===== src/design/cqo_pkg.sv =====
`timescale 1ns / 1ps
`default_nettype none
// ----------------------------------------------------------------------------
// cqo_pkg: shared widths and types for the circle quadrant outline block
// Field widths, the datapath widths of the square-and-add unit, and the
// sequencer state encoding.
// ----------------------------------------------------------------------------
package cqo_pkg;

	localparam int RadW  = 6;
	localparam int SqW   = 2 * RadW;
	localparam int DistW = SqW + 1;

	typedef logic [RadW-1:0]  rad_t;
	typedef logic [SqW-1:0]   sq_t;
	typedef logic [DistW-1:0] dist_t;

	typedef enum logic [4:0] {
		ST_IDLE = 5'b00001,
		ST_R2   = 5'b00010,
		ST_XX   = 5'b00100,
		ST_YY   = 5'b01000,
		ST_SRCH = 5'b10000
	} state_t;

endpackage
`default_nettype wire


===== src/design/cqo_sqacc.sv =====
`timescale 1ns / 1ps
`default_nettype none
// ----------------------------------------------------------------------------
// cqo_sqacc: shared square-and-add unit
// Forms a*a + b. The sequencer uses it for R*R, x*x and x*x + y*y in turn.
// ----------------------------------------------------------------------------
module cqo_sqacc (
	input  wire cqo_pkg::rad_t  a,
	input  wire cqo_pkg::sq_t   b,
	output cqo_pkg::dist_t sum
);
	import cqo_pkg::*;

	sq_t prod;

	always_comb begin
		prod = a * a;
		sum  = DistW'(prod) + DistW'(b);
	end

endmodule
`default_nettype wire


===== src/design/circle_quadrant_outline.sv =====
`timescale 1ns / 1ps
`default_nettype none
// The word for row 0 is registered in ST_R2, the state entered on the edge that takes start;
// each later row passes ST_XX, ST_YY and ST_SRCH, using the shared square-and-add unit
// (R*R, then x*x, then x*x + y*y) and a search that steps the half-width up by one.
// Results appear for one cycle on valid, no stall.
// arst_n clears the sequencer and the result strobe; payload registers are not reset.
// ----------------------------------------------------------------------------
// circle_quadrant_outline: quarter-circle half-widths without square roots
// Takes a radius and emits one word per row 0..R, each carrying the outline
// half-width found by an incremental distance search.
// ----------------------------------------------------------------------------
module circle_quadrant_outline (
	input  wire  clk,
	input  wire  arst_n,
	input  wire  start,
	input  wire  cqo_pkg::rad_t radius,
	output logic busy,
	output logic valid,
	output cqo_pkg::rad_t row,
	output cqo_pkg::rad_t half_width,
	output logic last
);
	import cqo_pkg::*;

	state_t state_q;
	rad_t   r_q;
	rad_t   row_q;
	rad_t   y_q;
	sq_t    r2_q;
	sq_t    acc_q;
	dist_t  d_q;
	sq_t    gap_q;
	logic   stepped_q;

	rad_t   sq_a;
	sq_t    sq_b;
	dist_t  sq_sum;
	logic   reached;
	logic   take_upper;
	rad_t   hw_sel;
	dist_t  over;

	cqo_sqacc u_sqacc (
		.a   (sq_a),
		.b   (sq_b),
		.sum (sq_sum)
	);

	always_comb begin
		sq_a = y_q;
		sq_b = '0;
		case (state_q)
			ST_R2:   sq_a = r_q;
			ST_XX:   sq_a = r_q - row_q;
			ST_YY:   begin
				sq_a = y_q;
				sq_b = acc_q;
			end
			default: sq_a = y_q;
		endcase
	end

	// After a step, y_q already holds the upper candidate; pick it when the
	// overshoot is no larger than the gap left before the step.
	always_comb begin
		reached    = d_q >= DistW'(r2_q);
		over       = d_q - DistW'(r2_q);
		take_upper = over <= DistW'(gap_q);
		if (stepped_q && !take_upper)
			hw_sel = y_q - RadW'(1);
		else
			hw_sel = y_q;
	end

	assign busy = state_q != ST_IDLE;

	always_ff @(posedge clk or negedge arst_n) begin
		if (!arst_n) begin
			state_q <= ST_IDLE;
			valid   <= 1'b0;
		end else begin
			valid <= 1'b0;
			case (state_q)
				ST_IDLE: begin
					if (start)
						state_q <= ST_R2;
				end
				ST_R2: begin
					valid <= 1'b1;
					if (r_q == '0)
						state_q <= ST_IDLE;
					else
						state_q <= ST_XX;
				end
				ST_XX:   state_q <= ST_YY;
				ST_YY:   state_q <= ST_SRCH;
				ST_SRCH: begin
					if (reached) begin
						valid <= 1'b1;
						if (row_q == r_q)
							state_q <= ST_IDLE;
						else
							state_q <= ST_XX;
					end
				end
				default: state_q <= ST_IDLE;
			endcase
		end
	end

	always_ff @(posedge clk) begin
		case (state_q)
			ST_IDLE: begin
				if (start) begin
					r_q   <= radius;
					row_q <= '0;
					y_q   <= '0;
				end
			end
			ST_R2: begin
				r2_q       <= sq_sum[SqW-1:0];
				row        <= '0;
				half_width <= '0;
				last       <= r_q == '0;
				row_q      <= RadW'(1);
			end
			ST_XX: acc_q <= sq_sum[SqW-1:0];
			ST_YY: begin
				d_q       <= sq_sum;
				stepped_q <= 1'b0;
			end
			ST_SRCH: begin
				if (reached) begin
					row        <= row_q;
					half_width <= hw_sel;
					last       <= row_q == r_q;
					y_q        <= hw_sel;
					row_q      <= row_q + RadW'(1);
				end else begin
					gap_q     <= sq_t'(DistW'(r2_q) - d_q);
					d_q       <= d_q + DistW'({y_q, 1'b1});
					y_q       <= y_q + RadW'(1);
					stepped_q <= 1'b1;
				end
			end
			default: ;
		endcase
	end

	// Between two words the sequencer passes through another state, so two words never come back to back.
	assert property (@(posedge clk) disable iff (!arst_n) valid |=> !valid)
		else $error("result words issued on consecutive cycles");

	// A word that is not the last one leaves the block still working.
	assert property (@(posedge clk) disable iff (!arst_n) (valid && !last) |-> busy)
		else $error("block went idle before the last row");

	assert property (@(posedge clk) disable iff (!arst_n) (valid && last) |-> row == r_q)
		else $error("last flag on a row other than the radius");

	assert property (@(posedge clk) disable iff (!arst_n) valid |-> half_width <= r_q)
		else $error("half-width exceeds the radius");

endmodule
`default_nettype wire


===== config.mk =====
export PLATFORM = sky130hd
export DESIGN_NAME = circle_quadrant_outline
export DESIGN_NICKNAME = d
export VERILOG_FILES = /design/src/design/cqo_pkg.sv /design/src/design/cqo_sqacc.sv /design/src/design/circle_quadrant_outline.sv
export SDC_FILE = /design/constraint.sdc
export NUM_CORES = 1
export LEC_CHECK = 0
export BUFFER_PORTS_ARGS = -buffer_cell sky130_fd_sc_hd__buf_2
export CAP_MARGIN = 5
export CORE_MARGIN = 1.5
export CORE_UTILIZATION = 40
export DETAILED_ROUTE_END_ITERATION = 6
export PLACE_DENSITY_LB_ADDON = 0.05
export SLEW_MARGIN = 20
export SYNTH_ARGS = -nofsm -noshare
export SYNTH_HDL_FRONTEND = slang
export SYNTH_HIERARCHICAL = 1
export SYNTH_SLANG_ARGS = --single-unit

===== constraint.sdc =====
create_clock -name clk -period 10.9 [get_ports clk]
set_input_delay 2.725 -clock clk [delete_from_list [all_inputs] [get_ports clk]]
set_output_delay 2.725 -clock clk [all_outputs]
set_load 0.05 [all_outputs]

## After elaboration in Yosys (flattened, before gate mapping)

Cells that the tools add are included.

| operators by class | value |
|---|---|
| mux-type cells | 25 |
| $mul | 1 |
| bitwise operators | 1 |
| magnitude comparators | 2 |
| reductions and logical operators | 14 |
| $add $sub $neg | 8 |
| equal/unequal tests | 10 |

Operator list:

| operator | number |
|---|---|
| $pmux 6 s2 | 4 |
| $mux 6 | 6 |
| $pmux 13 s2 | 1 |
| $pmux 5 s5 | 1 |
| $pmux 6 s3 | 1 |
| $add 12x12->13 | 1 |
| $add 13x7->13 | 1 |
| $ge 13x12->1 | 1 |
| $le 13x12->1 | 1 |
| $mux 13 | 1 |
| $sub 13x12->13 | 1 |
| $add 6x1->6 const B | 2 |
| $mul 6x6->12 | 1 |
| $mux 12 | 1 |
| $reduce_and 2->1 | 6 |
| $sub 12x12->12 | 1 |
| $mux 5 | 2 |
| $eq 6x6->1 | 1 |
| $logic_not 6->1 | 1 |
| $mux 3 | 2 |
| $ne 2x2->1 const B | 3 |
| $pmux 1 s2 | 3 |
| $reduce_bool 2->1 | 3 |
| $sub 6x1->6 const B | 1 |
| other kinds (13) | 15 |

| storage, ports and cells | value |
|---|---|
| bits of input ports | 9 |
| register bits after elaboration | 87 |
| output and inout bits | 15 |
| word-level logic and storage cells | 74 |

## Logic depth before layout (Yosys ltp)

Gate-level depths: netlist of run 1.

| depth | value |
|---|---|
| depth in word-level cells | 7 |
| mapped depth | 27 |

## Modules after synthesis

Netlist of run 1, hierarchy kept.

By module, submodules not included:

| module | cells each | area each (sq um) | sequential area each (sq um) | instances |
|---|---|---|---|---|
| circle_quadrant_outline | 546 | 5630.4 | 2583.7 | 1 |
| cqo_sqacc | 144 | 1143.6 | 0.0 | 1 |

## Worst setup path after synthesis of run 1

No wires, ideal clock.

| timing path | value |
|---|---|
| kind | reg-to-reg |
| start | register r_q[1] |
| end | register d_q[12] (data pin) |
| data required time | 10633 ps |
| arrival time | 5550 ps |
| stages on the path, launching flop included | 26 |
| path slack | 5083 ps |
| path through | edfxtp_1 ha_1 a21o_1 a21o_1 a21o_1 a21oi_1 xnor2_1 a21o_1 a221o_1 and2_1 fa_1 inv_1 fa_1 inv_1 fa_1 inv_1 fa_1 inv_1 ha_1 nand3_1 a21o_1 a311oi_2 a211oi_2 xnor2_1 nand2_1 o21ai_0 |

| on the way | value |
|---|---|
| longest elaborated chain between the ends | 5 |

Ends and longest elaborated chain:

| what | line | RTL |
|---|---|---|
| start, declared | circle_quadrant_outline.sv:27 | `rad_t r_q;` |
| start signal, assigned | circle_quadrant_outline.sv:116 | `r_q <= radius;` |
| $sub 6x6->6 | circle_quadrant_outline.sv:55 | `ST_XX: sq_a = r_q - row_q;` |
| $pmux 6 s2 | circle_quadrant_outline.sv:53 | `case (state_q)` |
| named net sq_a[5] | circle_quadrant_outline.sv:36 | `rad_t sq_a;` |
| $mul 6x6->12 | cqo_sqacc.sv:17 | `prod = a * a;` |
| $add 12x12->13 | cqo_sqacc.sv:18 | `sum = DistW'(prod) + DistW'(b);` |
| named net sq_sum[12] | circle_quadrant_outline.sv:38 | `dist_t sq_sum;` |
| $pmux 13 s2 | circle_quadrant_outline.sv:113 | `case (state_q)` |
| end signal, assigned | circle_quadrant_outline.sv:130 | `d_q <= sq_sum;` |
| end signal, assigned | circle_quadrant_outline.sv:142 | `d_q <= d_q + DistW'({y_q, 1'b1});` |
| end, declared | circle_quadrant_outline.sv:32 | `dist_t d_q;` |

The timed path passes the listed nets, and every way through them passes these cells.
A chain may end at the register's enable or synchronous reset.

## Worst setup path in the final report of run 1

Same ends and word-level chain as after synthesis.

==> results of run 1 <==
-- kinds of logic (layout without fill, tap and decap cells) --
| kind of cell | Yosys count | in the layout | synth area share, % |
|---|---|---|---|
| xor+xnor | 46 | 46 | 5.95 |
| simple gates | 197 | 197 | 14.7 |
| flops | 87 | 87 | 38.1 |
| mux | 9 | 9 | 1.35 |
| buf+inv | 123 | 147 | 7.43 |
| fa+ha+maj | 88 | 88 | 18.4 |
| compound gates | 140 | 140 | 14.1 |
-- layer usage --
| metal | up-vias | wire length (um) | GRT usage [%] |
|---|---|---|---|
| li1 | 2431 | - | - |
| met1 | 2295 | 7060 | 23.6 |
| met2 | 66 | 6790 | 27.3 |
| met3 | 12 | 393 | 2.66 |
| met4 | 0 | 237 | 5.25 |
| met5 | - | 0 | 0 |
-- worst max path at each step --
stage / startpoint / to / slack, ns
after floorplan: r_q[1] / d_q[12] / 5.08
after global placement: r_q[1] / d_q[12] / 4.84
after detailed placement: r_q[1] / d_q[12] / 4.73
after CTS: r_q[1] / d_q[12] / 4.70
after global routing: r_q[1] / d_q[12] / 4.29
final: r_q[1] / d_q[12] / 4.74
-- layout by cell type (no fill, tap or decap), types with 5 or more instances in the layout --
master,synthesis,layout
nand2b_1,11,11
a21o_1,18,18
ha_1,69,69
edfxtp_1,81,81
mux2i_1,8,8
nand4_1,7,7
xor2_1,16,16
and2_1,24,24
nor2b_1,7,7
nor4_1,6,5
nor2_1,45,45
a21boi_0,5,5
o21a_1,6,6
buf_4,1,6
nand2_1,39,39
fa_1,19,19
inv_1,101,101
nor3_1,16,16
a21oi_1,33,33
or2_2,5,5
clkbuf_16,0,9
buf_2,4,23
o21ai_0,31,30
dfrtp_1,5,5
a31oi_1,7,7
xnor2_1,30,30
nand3_1,20,20
-- stage by stage --
step	util, %	area (sq um)	setup slack (ns)
after detailed placement	42.8	7100	4.73
after global placement	42.8	7100	4.84
final	44.7	7410	4.74
after global routing	44.7	7410	4.29
after floorplan	-	6770	5.08
after CTS	44.7	7410	4.70
-- state kept, by name, summed over array words and instances (netlist names) --
register	cells
half_width	6
acc_q	12
r2_q	12
valid	1
row	6
d_q	13
row_q	6
r_q	6
y_q	6
last	1
stepped_q	1
gap_q	12
state_q	5
-- worst max-delay path, cell delays in order (launching register included) --
cell and delay (ns):
edfxtp_1 0.47, ha_1 0.35, a21o_1 0.19, a21o_1 0.19
a21o_1 0.17, a21oi_1 0.17, xnor2_1 0.12, a21o_1 0.20
a221o_1 0.36, and2_1 0.18, fa_1 0.53, inv_1 0.08
fa_1 0.54, inv_1 0.05, fa_1 0.52, inv_1 0.05
fa_1 0.50, inv_1 0.04, ha_1 0.34, nand3_1 0.09
a21o_1 0.20, a311oi_2 0.23, a211oi_2 0.08, xnor2_1 0.13
nand2_1 0.06, o21ai_0 0.07
-- power breakdown --
part	leakage, nW	switching [mW]	internal, mW
clock network	0.149	0.143	0.188
registers	0.829	0.0554	0.559
logic	2.23	0.868	0.554
total	3.21	1.07	1.30
-- cell type report --
type / instances / area, sq um / area share, %
clock inverter: 6 / 76.3 / 1.03
multi-input combinational: 480 / 3690 / 49.8
timing repair buffer: 29 / 160 / 2.16
sequential: 87 / 2580 / 34.9
clock buffer: 10 / 239 / 3.22
inverter: 102 / 383 / 5.17
tap: 220 / 275 / 3.71
==> summary.txt, run 1 <==
Status - finished clean
CP startpoint kind - flop
Initial Utilization - 40.8%
Yosys warns - 6
HPWL after DPL - 11.4 mm
CTS tree - done
Starting DRT DRC Count - 291
CP Max Fanout - 6
Wirelength per Cell - 15.5 um
Slew @ Worst Pin - 0.924 ns
VDD IR-drop max - 237 uV
Largest area contributor in the netlist - edfxtp_1
Critical Path AT - 6.24 ns
Total number of vias - 4804
First-pass GRT wire length - 23.5 mm
Hold Startpoint - row_q[4]
Clk_lat worst skew - 0.36 ns
Max-cap violations - 0
CTS Buf Count - 9
# fillers - 1635
Synthesized area per cell - 9.82 sq um
Max Slew Vio Count - 0
H-tree lvl count - 3
Cells after Synth - 690
Final cell count without fillers - 934
Setup Crit Path Kind - flop to flop
Sequential area share after synthesis - 38.1%
# Post-CTS Setup Buffers - 0
Final Cycle Share - 56.5%
Total power - 2.37 mW
Die ar. - 17700 sq um
Die Y - 133 um
Syn nets - 787
Worst rel slew slack - 37.9%
Drt pass-1 iters - 5
Total congestion overflow - 0
GRT Overall Usage - 16.9%
Final min period - 6.16 ns
Worst Hold Path EP - row[4]
Total negative slack - 0 ns
Number of global-route vias before repair - 4711
CP Capture Type - flop
Hold depth - 2
Req. time, crit path - 10.98 ns
Final hold vios - 0
CTS root buf - clkbuf_16
Share of post-route cells with drive strength above 1 - 9.38%
PostCTS Resize Cnt - 0
Placement Rows - 47
Top cell type's share of synthesized area - 35.9%
Largest net degree at the start of global routing - 44
EDFF count, synth - 81
Final setup viols - 0
Chip width - 133 um
Dominant synthesized flop cell - edfxtp_1
FF-to-FF Start - r_q[1]
I/O pin count - 24
Antenna violations before repair - 0
Asr flop ratio synth - 6.90%
Placeable core region - 16600 sq um
Hold bufs inserted after CTS - 0
Min-Delay Path Class - flop to flop
Power per standard cell area - 319 nW/um^2
Gpl congestion - 0.807
Count leader, synth - inv_1
Clock Sinks - 87
F_max - 162 MHz
Worst R2R Path Depth - 25
Leakage dissipation - 3.21 nW
Clk buf depth - 2
Layout area overhead - 9.40%
ANT cells - 0
Worst R2R End - d_q[12]
Port Buffers - 23
Netlist cell types - 63
DRC - 0
Final hold slack - 0.625 ns
Final ANT Viol Nets - 0
Final wirelength - 14.5 mm
Final nets - 806
Commonest cells post-synth - inv_1 (101), edfxtp_1 (81), ha_1 (69)
Clock slew at reported path FFs - 0.07 ns
RSZ-0062 raised after global routing - false
Vias per cell - 5.14
Top cells by area, synth - edfxtp_1 (36%), ha_1 (13%), fa_1 (5.6%), inv_1 (5.6%), xnor2_1 (3.9%)
Synthesized cell area - 6770 sq um
Synth Register Bits - 87
Placed Cells - 918
Worst clock skew - 0.0129 ns
R2R setup slack - 4.74 ns
Power figures use the tool's default switching activity.
==> run 2: changes to the inputs <==
Clock period 10.9 ns to 5.8 ns, I/O delays scaled along.
==> run 2 against run 1 <==
Effect of this change: utilization is 1.4 points higher; largest power group unchanged; non-clock buffer count is 20 higher; critical path depth is 2 higher; sequential power is 87% higher; design area is 3.0% higher; clock skew is 0.0020 ns lower; final cell count is 2.1% higher; critical endpoint unchanged; worst setup slack worse by 4.6 ns; die area stayed put.
==> summary.txt, run 2 (same netlist as run 1, synthesis figures left out) <==
CP Capture Type - flop
H-tree lvl count - 3
Slowest CP cell - fa_1
CP startpoint kind - flop
Starting DRT DRC Count - 260
Drt pass-1 iters - 5
Placeable core region - 16600 sq um
CTS root buf - clkbuf_16
Vias per cell - 5.04
VDD IR-drop max - 464 uV
DRC - 0
Gpl congestion - 0.798
I/O pin count - 24
Min-Delay Path Class - flop to flop
Worst rel slew slack - 39.2%
Die Y - 133 um
Worst R2R Path Depth - 27
Setup Crit Path Kind - flop to flop
Placed Cells - 934
Share of post-route cells with drive strength above 1 - 14.0%
Worst clock skew - 0.0109 ns
Status - finished clean
Final Cycle Share - 96.8%
Hold Startpoint - row_q[2]
Wirelength per Cell - 15.2 um
Placement Rows - 47
Chip width - 133 um
Max Slew Vio Count - 0
Leakage dissipation - 3.31 nW
Total congestion overflow - 0
CTS Buf Count - 9
Hold depth - 2
F_max - 178 MHz
Layout area overhead - 12.7%
FF-to-FF Start - r_q[0]
Power per standard cell area - 632 nW/um^2
Final wirelength - 14.5 mm
Final setup viols - 0
Final cell count without fillers - 954
Worst R2R End - d_q[12]
Max reg flops - 13
Total power - 4.82 mW
Antenna violations before repair - 0
R2R setup slack - 0.19 ns
Slew @ Worst Pin - 0.906 ns
Final nets - 826
HPWL after DPL - 11.4 mm
Worst Hold Path EP - row[2]
Die ar. - 17700 sq um
Final ANT Viol Nets - 0
CP Launch Point - r_q[0]
CTS tree - done
Clk_lat worst skew - 0.35 ns
Largest Register - d_q
Max-cap violations - 0
Critical Path AT - 5.70 ns
Hold bufs inserted after CTS - 0
Commonest cells after routing, fill and taps aside - inv_1 (95), edfxtp_1 (81), ha_1 (65)
Peak per-stage delay on the critical path - 0.54 ns
ANT cells - 0
Clock slew at reported path FFs - 0.07 ns
CP Max Fanout - 3
Req. time, crit path - 5.89 ns
Final hold vios - 0
Number of global-route vias before repair - 4777
GRT Overall Usage - 17.2%
Largest net degree at the start of global routing - 36
Port Buffers - 23
Most common cell after layout, fill and taps aside - inv_1
Initial Utilization - 40.8%
RSZ-0062 raised after global routing - true
First-pass GRT wire length - 24.0 mm
Final min period - 5.61 ns
Clk buf depth - 2
Total number of vias - 4805
Clock Sinks - 87
Layout Utilization - 46.0%
==> run 2: cell types whose count changed in the layout (fill, tap and decap cells not counted), sizes merged <==
cell	change
clkinvlp	-1
buf	+20
bufinv	+1
==> run 2: worst max path at each step <==
stage | cells after the start | slack [ns] | to
2_1_floorplan | 25 | 0.002 | d_q[12]
3_3_place_gp | 26 | -0.03 | d_q[12]
4_1_cts | 26 | 0.007 | d_q[12]
3_5_place_dp | 26 | -0.09 | d_q[12]
6_report | 27 | 0.19 | d_q[12]
5_1_grt | 27 | -0.10 | d_q[12]
==> run 2: layout make-up <==
cell class	count	area, sq um
inverters	102	383
repair buffers	49	310
fillers	1606	8950
clock buffers	10	229
flip-flops and latches	87	2580
well taps	220	275
clock inverters	6	92.6
multi-input cells	480	3760
==> run 2: critical path: cells and delay by family, from the launching register on <==
family / cells / cell delay (ns)
buffers and inverters: 6 / 0.30
AND/OR/NAND/NOR: 3 / 0.28
AO/OA/AOI/OAI: 10 / 1.70
adder cells (fa/ha/maj): 6 / 2.48
flip-flops: 1 / 0.40
XOR/XNOR: 2 / 0.22
==> run 2: what timing repair did <==
| item | in CTS | in global routing |
|---|---|---|
| gates cloned | 0 | 0 |
| pin swaps | 7 | 18 |
| setup buffers | 1 | 3 |
| endpoints found under the setup margin | 4 | 19 |
| gates resized for setup | 5 | 12 |
==> run 2: per-stage QoR <==
step | setup TNS [ns] | hold slack (ns) | setup slack (ns) | instance area, sq um
3_3_place_gp | -0.0272 | 0.624 | -0.0272 | 7220
6_report | 0 | 0.608 | 0.185 | 7630
3_5_place_dp | -0.103 | 0.597 | -0.0851 | 7220
2_1_floorplan | 0 | 0.567 | 0.00245 | 6770
5_1_grt | -0.226 | 0.667 | -0.101 | 7630
4_1_cts | 0 | 0.615 | 0.00696 | 7560
==> run 2: where the power goes <==
part           leakage, nW  total, mW  internal, mW  switching, mW
Clock                0.155      0.640         0.382          0.258
Combinational         2.33       3.03          1.27           1.76
Sequential           0.829       1.15          1.05          0.102
Total                 3.31       4.82          2.71           2.12
==> run 2: layer usage <==
metal	global-route usage (%)	up-vias	wire (um)
met3	2.51	9	289
met5	0	-	0
met4	5.19	0	104
met1	23.7	2283	7150
met2	28.3	41	6950
li1	-	2472	-
==> run 3: changes to the inputs <==
Settings changed: CORE_MARGIN 1.5 to not set, CTS_CLUSTER_DIAMETER set to 60, SYNTH_HIERARCHICAL 1 to not set.
==> run 3 against run 2 <==
Effect of this change: worst hold slack lost 0.032 ns; non-clock buffer count grew 9; flip-flop and latch count is the same; critical path depth shrank 2; worst setup slack lost 0.13 ns; register-to-register slack lost 0.13 ns; clock skew grew 0.0012 ns; final cell count shrank 2.4%; global-route usage grew 1.1 points; sequential power is essentially flat.
==> summary.txt, run 3 <==
Total number of vias - 4683
Gpl congestion - 0.804
Comb pwr share - 63.9%
Starting DRT DRC Count - 256
Total congestion overflow - 0
Vias per cell - 5.03
Sequential area share after synthesis - 39.1%
Critical Path AT - 5.82 ns
CTS tree - done
Placeable core region - 16000 sq um
Net switching power - 2.14 mW
Peak per-stage delay on the critical path - 0.57 ns
Setup Crit Path Kind - flop to flop
Netlist cell types - 63
Synthesized cell area - 6610 sq um
Final Cycle Share - 99.0%
Placement Rows - 46
Clock slew at reported path FFs - 0.07 ns
Slew @ Worst Pin - 1.00 ns
Min-Delay Path Class - flop to flop
RSZ-0062 raised after global routing - true
Top cells by area, synth - edfxtp_1 (37%), ha_1 (14%), fa_1 (5.8%), inv_1 (4.8%), xnor2_1 (4.4%)
Largest net degree at the start of global routing - 28
CP Capture Type - flop
Synth Register Bits - 87
Final nets - 810
Asr flop ratio synth - 6.90%
Share of post-route cells with drive strength above 1 - 15.7%
Die Y - 131 um
Largest area contributor in the netlist - edfxtp_1
Final hold vios - 0
Placed Cells - 907
Max-cap violations - 0
Sw frac - 44.4%
Final cell count without fillers - 931
Worst rel slew slack - 32.5%
Largest Register - d_q
ANT cells - 0
Port Buffers - 23
CTS root buf - clkbuf_16
Worst clock skew - 0.0121 ns
Commonest cells after routing, fill and taps aside - inv_1 (81), edfxtp_1 (81), ha_1 (68)
Status - finished clean
Chip width - 131 um
Wirelength per Cell - 15.4 um
Flop pwr share - 24.0%
Count leader, synth - inv_1
Cells after Synth - 659
Dominant synthesized flop cell - edfxtp_1
Clk network pwr share - 12.0%
Clock Sinks - 87
Req. time, crit path - 5.88 ns
Leakage dissipation - 3.30 nW
Max Slew Vio Count - 0
Clk_lat worst skew - 0.35 ns
Syn nets - 759
Initial Utilization - 41.3%
CP startpoint kind - flop
HPWL after DPL - 11.3 mm
Final min period - 5.74 ns
CTS Buf Count - 9
Clk buf depth - 2
GRT Overall Usage - 18.3%
Max reg flops - 13
Antenna violations before repair - 0
Power per standard cell area - 640 nW/um^2
Slowest CP cell - fa_1
H-tree lvl count - 3
Drt pass-1 iters - 4
Synthesized area per cell - 10.0 sq um
Commonest cells post-synth - inv_1 (85), edfxtp_1 (81), ha_1 (72)
Final setup viols - 0
Final wirelength - 14.4 mm
EDFF count, synth - 81
CP Max Fanout - 3
Yosys warns - 0
Total power - 4.82 mW
I/O pin count - 24
Int Power - 2.68 mW
Number of global-route vias before repair - 4625
Die ar. - 17000 sq um
Layout area overhead - 14.1%
Final ANT Viol Nets - 0
F_max - 174 MHz
Top cell type's share of synthesized area - 36.8%
First-pass GRT wire length - 23.5 mm
VDD IR-drop max - 361 uV
Crit-path most repeated cell - fa_1
DRC - 0
[run 3: changes by cell type after synthesis, moves of 4 or more]
| cell | change |
|---|---|
| a21boi_0 | -5 |
| a21o_1 | -6 |
| a21oi_1 | -4 |
| and2_1 | -12 |
| inv_1 | -16 |
| nor2_1 | +19 |
| o21ai_0 | -13 |
| o21ai_1 | +8 |
[run 3: power groups by stage]
stage	clock, mW	sequential [mW]	combinational [mW]
after floorplan	0	1.20	2.21
after global placement	0	1.17	2.85
after detailed placement	0	1.17	2.91
after CTS	0.598	1.16	2.96
after global routing	0.616	1.17	3.50
final	0.580	1.16	3.08
[run 3: metal layers]
layer  wire [um]  track usage [%]  up-vias
met1        7090             23.7     2223
met2        6810             31.0       37
li1            -                -     2405
met3         242             2.93       18
met5           0                0        -
met4         226             6.36        0
[run 3: final timing paths]
| path | start | endpoint | slack [ns] | depth (start not counted) |
|---|---|---|---|---|
| min | state_q[4] | state_q[4] | 0.58 | 1 |
| max in group asynchronous | arst_n | state_q[0] | 4.66 | 1 |
| min in group asynchronous | arst_n | valid | 0.91 | 1 |
| max | r_q[0] | d_q[12] | 0.06 | 25 |
| min reg2reg | state_q[4] | state_q[4] | 0.58 | 1 |
| max reg2reg | r_q[0] | d_q[12] | 0.06 | 25 |
[run 3: stage by stage]
step	TNS (ns)	hold slack (ns)	setup WS (ns)	area (sq um)	util [%]
after floorplan	0	0.528	0.0328	6630	-
after global placement	0	0.556	0.0380	7120	44.5
after detailed placement	-0.0558	0.566	-0.0558	7120	44.5
after CTS	0	0.575	0.00768	7440	46.5
after global routing	-0.365	0.631	-0.186	7540	47.1
final	0	0.576	0.0593	7540	47.1
[run 3: worst max-delay path: cells and delay by family, from the launching register on]
kind | cells | cell delay (ns)
compound gates | 8 | 1.05
xor+xnor | 2 | 0.30
fa+ha+maj | 7 | 2.75
buf+inv | 4 | 0.21
flops | 1 | 0.39
simple gates | 4 | 0.75
[run 3: repair_timing]
action,in CTS,in global routing
setup buffers,3,5
endpoints found under the setup margin,2,8
pin swaps,12,16
endpoints found under the hold margin,0,0
hold buffers,0,0
gates resized for setup,4,13
gates cloned,0,0
[run 3: cells by family (layout without fill, tap and decap cells)]
logic type	after synthesis	count (layout)	synth area share (%)
flops	87	87	39.1
fa+ha+maj	91	91	19.4
mux	11	11	1.91
xor+xnor	52	52	6.89
simple gates	191	191	13.9
compound gates	121	121	12.2
buf+inv	106	162	6.57
[run 3: area by class of cell]
type,instances,area [sq um]
fill,1565,8460
multi-input combinational,466,3690
sequential,87,2580
timing repair buffer,58,378
inverter,88,333
tap,216,270
clock buffer,9,225
clock inverter,7,61.3
